===== src/rtl/mersenne_twister_prng_macros.svh =====
// assertion macros used by the mersenne twister back end (mtp_back)
// expects clk and rst_n in the scope of the including module
`ifndef MERSENNE_TWISTER_PRNG_MACROS_SVH
`define MERSENNE_TWISTER_PRNG_MACROS_SVH

// consequent must hold in the same cycle as the antecedent
`define MTP_ASSERT_SAME(lbl, ante, cons, msg) \
  lbl: assert property (@(posedge clk) disable iff (!rst_n) (ante) |-> (cons)) \
    else $error(msg);

// consequent must hold in the cycle after the antecedent
`define MTP_ASSERT_NEXT(lbl, ante, cons, msg) \
  lbl: assert property (@(posedge clk) disable iff (!rst_n) (ante) |=> (cons)) \
    else $error(msg);

`endif


===== src/rtl/mtp_pkg.sv =====
// shared types and constants of the mersenne twister generator
// no dependencies
package mtp_pkg;

  localparam int WORD_W = 32;

  // operation field codes
  localparam logic OP_GENERATE = 1'b0;
  localparam logic OP_SEED     = 1'b1;

  localparam logic [WORD_W-1:0] INIT_MULT    = 32'd1812433253;
  localparam logic [WORD_W-1:0] TWIST_MATRIX = 32'h9908B0DF;
  localparam logic [WORD_W-1:0] TEMPER_B     = 32'h9D2C5680;
  localparam logic [WORD_W-1:0] TEMPER_C     = 32'hEFC60000;
  localparam logic [WORD_W-1:0] DEFAULT_SEED = 32'd5489;

  typedef struct packed {
    logic              operation;
    logic [WORD_W-1:0] seed_value;
  } in_req_t;

  typedef struct packed {
    logic [WORD_W-1:0] random_word;
    logic              auto_seeded;
  } out_res_t;

  typedef enum logic {
    CMD_GEN,
    CMD_SEED
  } cmd_kind_t;

  typedef struct packed {
    cmd_kind_t         kind;
    logic [WORD_W-1:0] seed;
  } cmd_t;

endpackage


===== src/rtl/mtp_front.sv =====
// front end: accepts requests, classifies them and queues them
// depends on mtp_pkg
module mtp_front (
  input  logic             clk,
  input  logic             rst_n,
  input  logic             in_valid,
  output logic             in_stall,
  input  mtp_pkg::in_req_t in_req,
  output logic             q_valid,
  output mtp_pkg::cmd_t    q_cmd,
  input  logic             q_pop
);
  import mtp_pkg::*;

  cmd_t       slot_r [2];
  logic       wr_ptr_r, wr_ptr_nxt;
  logic       rd_ptr_r, rd_ptr_nxt;
  logic [1:0] cnt_r, cnt_nxt;
  logic       push;
  cmd_t       cmd_in;

  assign in_stall = (cnt_r == 2'd2);
  assign push     = in_valid && !in_stall;
  assign q_valid  = (cnt_r != 2'd0);
  assign q_cmd    = slot_r[rd_ptr_r];

  always_comb begin
    cmd_in.kind = (in_req.operation == OP_SEED) ? CMD_SEED : CMD_GEN;
    cmd_in.seed = in_req.seed_value;
    wr_ptr_nxt  = push ? ~wr_ptr_r : wr_ptr_r;
    rd_ptr_nxt  = q_pop ? ~rd_ptr_r : rd_ptr_r;
    cnt_nxt     = cnt_r + {1'b0, push} - {1'b0, q_pop};
  end

  always_ff @(posedge clk) begin
    if (!rst_n) begin
      wr_ptr_r <= 1'b0;
      rd_ptr_r <= 1'b0;
      cnt_r    <= 2'd0;
    end else begin
      wr_ptr_r <= wr_ptr_nxt;
      rd_ptr_r <= rd_ptr_nxt;
      cnt_r    <= cnt_nxt;
    end
    if (push) begin
      slot_r[wr_ptr_r] <= cmd_in;
    end
  end

endmodule


===== config.mk =====
export PLATFORM = sky130hd
export DESIGN_NAME = mtp_front
export DESIGN_NICKNAME = d
export VERILOG_FILES = /design/src/rtl/mersenne_twister_prng_macros.svh /design/src/rtl/mtp_pkg.sv /design/src/rtl/mtp_front.sv
export SDC_FILE = /design/constraint.sdc
export NUM_CORES = 1
export LEC_CHECK = 0
export ABC_CLOCK_PERIOD_IN_PS = 4350
export BUFFER_PORTS_ARGS = -buffer_cell sky130_fd_sc_hd__buf_2
export CAP_MARGIN = 20
export CORE_UTILIZATION = 40
export DETAILED_ROUTE_END_ITERATION = 6
export PLACE_DENSITY = 0.59
export SETUP_SLACK_MARGIN = 0.2
export SYNTH_ARGS = -nofsm -noshare
export SYNTH_HDL_FRONTEND = slang
export SYNTH_SLANG_ARGS = --single-unit

===== constraint.sdc =====
create_clock -name clk -period 4.35 [get_ports clk]
set_input_delay 0.2175 -clock clk [delete_from_list [all_inputs] [get_ports clk]]
set_output_delay 0.2175 -clock clk [all_outputs]
set_load 0.1 [all_outputs]

After elaboration in Yosys (flattened, before gate mapping)
Memories as Yosys holds them, arrays and structs flattened. A register that Yosys moved wholly into a read port is not among the register bits.
Cells that the tools add are included.
{"block": "word_totals", "mem_count": 1, "out_inout_bits": 35, "wordCells": 17, "reg_bits": 4, "inputBits": 37, "ram_bits": 66, "mem_bits_ro": 0, "latchBits": 0}
{"block": "classes", "n_mul": 0, "order_cmp": 0, "shifts": 0, "n_div": 0, "n_bitwise": 2, "n_addsub": 2, "eq_ne": 1, "n_mux": 5, "n_reduce_logical": 3}
{"memory": "slot_r", "words": 2, "word_bits": 33, "read_ports": 1, "rd_clocked_by_memory_dff": 1, "wr": 1, "line": "mtp_front.sv:15", "source": "cmd_t slot_r [2];"}
{"operator": "$mux W1", "count": 5}
{"operator": "$add A2 B1 Y2", "count": 1}
{"operator": "$eq A2 B2 Y1 const B", "count": 1}
{"operator": "$not A1 Y1", "count": 2}
{"operator": "$reduce_bool A2 Y1", "count": 1}
{"operator": "$sub A2 B1 Y2", "count": 1}
{"operator": "$logic_and A1 B1 Y1", "count": 1}
{"operator": "$logic_not A1 Y1", "count": 1}

Longest topological paths before layout
{"block": "logic_depth", "depth_word": 5, "mapped_depth": 8, "mapped_depth_nobuf": 8}

Least setup slack after synthesis
OpenSTA, ideal clock, no wires.
{"block": "synth_timing", "path_kind": "reg2reg", "startpoint": "register cnt_r[0]", "endpoint": "memory slot_r[0][0] (netlist name) (enable)", "period_less_slack_ns": 2.375, "setup_time_ns": 0.423, "path_buffers": 0, "required_time_ns": 3.927, "slack_ns": 1.975, "path_stages_with_launch": 4, "t_arrival_ns": 1.952, "path_cell_list": "dfxtp_1 -> nand2b_1 -> nand2_1 -> nor2_1"}
{"block": "synth_via", "elab_chain_len": 5}
{"item": "start: declaration", "line": "mtp_front.sv:18", "source": "logic [1:0] cnt_r, cnt_nxt;"}
{"item": "start signal: assignment", "line": "mtp_front.sv:43", "source": "cnt_r <= cnt_nxt;"}
{"item": "$eq A2 B2 Y1", "line": "mtp_front.sv:22", "source": "assign in_stall = (cnt_r == 2'd2);"}
{"item": "$logic_not A1 Y1", "line": "mtp_front.sv:23", "source": "assign push = in_valid && !in_stall;"}
{"item": "$logic_and A1 B1 Y1", "line": "mtp_front.sv:23"}
{"item": "$mux W1", "line": "mtp_front.sv:45", "source": "if (push) begin"}
{"item": "$mux W1 (not written as such)", "line": "mtp_front.sv:46", "source": "slot_r[wr_ptr_r] <= cmd_in;"}
{"item": "end: declaration", "line": "mtp_front.sv:15"}
No other way between the ends.

==> results.py <==
metrics = {
    "run_status": {
        "status": "finished, final reports clean",
    },
    "run": {
        "maxCapViolations": 0,
    },
    "sta": {
        "fmax_ghz": 0.499,
        "drv_slew": 0,
        "rsz0062_at_grt": "false",
        "fin_crit_ps": 2000,
        "setup_violations": 0,
        "relSlewSlack_pct": 34.8,
        "clock_skew_ps": 3.87,
        "fin_crit_sh_pct": 46.1,
        "setup_tns_ps": 0,
        "hold_violations": 0,
        "worst_pin_slew_ps": 975,
    },
    "layout": {
        "n_fill_cell": 560,
        "antenna_cells": 0,
        "finalNonFillerCells": 287,
        "final_cell_mix": "buf_2 (71), edfxtp_1 (66), mux2_4 (30)",
        "final_layout_size_suffix_gt1_share_pct": 56.7,
        "nets": 246,
        "area_growth_pct": 20.1,
        "layout_commonest_cell": "buf_2",
    },
    "hold_path": {
        "holdPathStages": 1,
        "min_from": "in_req[26]",
        "hold_end": "slot_r[0][26]",
        "hold_path_class": "input port to flip-flop",
    },
    "route": {
        "wl_microns": 4490,
        "drc": 0,
        "drt_iter0_drc": 50,
        "first_pass_iters": 4,
        "vias": 1354,
        "via_per_inst": 4.72,
        "route.detailed.wl_per_inst_microns": 15.7,
        "ant_nets": 0,
    },
    "pwr": {
        "seqPwrFrac_pct": 43.1,
        "cellPowerDensity_mw_per_mm2": 632,
        "ir_drop_mv": 0.514,
        "power_frac_comb_pct": 37.5,
        "power_switching_share_pct": 41.5,
        "intPower_mw": 1.23,
        "clockPowerShare_pct": 19.4,
        "power_leakage_nw": 1.34,
        "p_sw_mw": 0.870,
    },
    "global_routing": {
        "grt_pass1_wl_microns": 7380,
        "grt_use_total_pct": 13.9,
        "gr-total-overflow": 0,
        "grt_max_degree": 34,
        "grt_pass1_vias": 1520,
        "antenna_found_initial": 0,
    },
    "cts": {
        "cts_sinks": 71,
        "insertion_delay_ps": 320,
        "cts-root-buf": "clkbuf_8",
        "cts.clk_slew.worst_paths_ps": 70,
        "cts_tree": "done",
        "clk_path_buf_depth": 2,
        "cts_buffers": 9,
        "cts_setup_buffers": 0,
        "cts_resized": 0,
        "cts_max_level": 3,
        "cts_hold_buf": 0,
    },
    "logic_synthesis": {
        "synth_area_per_cell_sq_um": 21.6,
        "synth_top_family_by_area": "multiplexers",
        "yosys.area_share.adder_pct": 0.905,
        "muxShareOfSynthArea_pct": 17.9,
        "netlist.area_leader.share_pct": 71.7,
        "synth_area_leaders": "edfxtp_1 (72%), mux2_4 (16%), dfxtp_1 (3.6%)",
        "yosys.area_share.simple_pct": 1.95,
        "synth_warnings": 0,
        "synth_nets": 167,
        "synth_cell_type_count": 17,
        "synth-xor-area-share_pct": 0.951,
        "synth_top_cell_by_area": "edfxtp_1",
        "ys_seq_area_share_pct": 75.3,
        "yosys_register_bits": 71,
        "syn-cell-area_sq_mm": 0.00276,
        "synth_compound_area_share_pct": 0,
        "synthCells": 128,
    },
    "placement": {
        "port_buffers": 71,
        "place_inst": 272,
        "gp_congestion": 0.686,
        "hpwl_microns": 2920,
    },
    "setup_path": {
        "crit_type": "flip-flop to output pin",
        "cp_cell_sequence": "buf_12, mux2_4, buf_2",
        "required_ps": 4130,
        "r2r_cells": 3,
        "crit_path_end_kind": "output pin",
        "path_max_fanout": 22,
        "cp_slowest_cell": "dfxtp_2",
        "crit_arrival_ps": 1790,
        "critPathMaxStageDelay_ps": 570,
        "start_kind": "flip-flop",
        "worstReg2RegEnd": "slot_r[0][12]",
        "r2r_setup_slack_ps": 2500,
        "worstReg2RegStart": "cnt_r[0]",
    },
    "floorplan": {
        "ios": 72,
        "die_y_microns": 85.1,
        "die_width_microns": 85.1,
        "placementRows": 29,
        "initial_core_util_pct": 42.6,
        "core_sq_mm": 0.00649,
        "die-area_sq_mm": 0.00725,
    },
}
worst max-delay path, delay by kind of cell (launching register included):
family	cells	cell delay (ps)
flip-flops	1	570
buffers and inverters	2	550
multiplexers	1	320
flip-flops by register name (all words and copies together), names as in the netlist, named ones only:
register and flops:
cnt_r 2, slot_r 66, rd_ptr_r 1, wr_ptr_r 1
area by class of cell:
cell class | instances | area, sq um | share of cell area [%]
clock inverter | 3 | 12.5 | 0.377
inverter | 3 | 11.3 | 0.339
tap | 77 | 96.3 | 2.90
timing repair buffer | 72 | 375 | 11.3
clock buffer | 11 | 131 | 3.96
sequential | 71 | 2080 | 62.8
multi-input combinational | 50 | 608 | 18.3
metrics by stage:
stage / hold slack, ps / total power [mW] / utilization, % / cell area (sq um) / setup slack, ps
global placement: 406 / 1.69 / 48.6 / 3150 / 2350
detailed placement: 409 / 1.71 / 48.6 / 3150 / 2320
finish: 78.3 / 2.10 / 51.1 / 3320 / 2350
floorplan: 316 / 1.61 / - / 2760 / 1980
CTS: 54.4 / 2.12 / 50.8 / 3300 / 1950
global route: 50.7 / 2.18 / 51.1 / 3320 / 2250
logic make-up after synthesis:
| kind of cell | count (synthesis) |
|---|---|
| DFF | 71 |
| adders and majority gates | 2 |
| buffers and inverters | 7 |
| muxes | 34 |
| and+or+nand+nor | 11 |
| xor gates and xnor gates | 3 |
how the worst max path moves through the flow:
stage,from,end,slack (ps),depth (start not counted)
2_1_floorplan,cnt_r[0],slot_r[0][0],1980,3
3_3_place_gp,flip-flop,q_cmd[1],2350,2
3_5_place_dp,flip-flop,q_cmd[1],2320,2
4_1_cts,flip-flop,q_cmd[1],1950,2
5_1_grt,flip-flop,q_cmd[6],2250,3
6_report,flip-flop,q_cmd[27],2350,3
Yosys cell counts:
cell	number
xnor2_1	2
mux2_4	30
buf_12	3
inv_1	3
nand2_1	2
xor2_1	1
buf_6	1
dfxtp_1	5
and2_1	1
or2_2	1
nor2_1	4
edfxtp_1	66
mux2i_1	1
mux2_2	3
and3_1	1
ha_1	2
nand2b_1	2
per-layer routing:
metal	vias to the layer above	GRT usage, %	share of wire, %
li1	641	-	-
met1	660	14.7	40
met2	45	24.6	53
met3	8	4.28	5.2
met4	0	7.86	1.8
met5	-	0	0
power by group through the flow:
stage          Clock (mW)  Sequential [mW]  Combinational [mW]
2_1_floorplan           0            0.902               0.704
3_3_place_gp            0            0.922               0.772
3_5_place_dp            0            0.929               0.781
4_1_cts             0.426            0.915               0.782
5_1_grt             0.451            0.914               0.814
6_report            0.406            0.904               0.786
(Power assumes the default switching activity.)
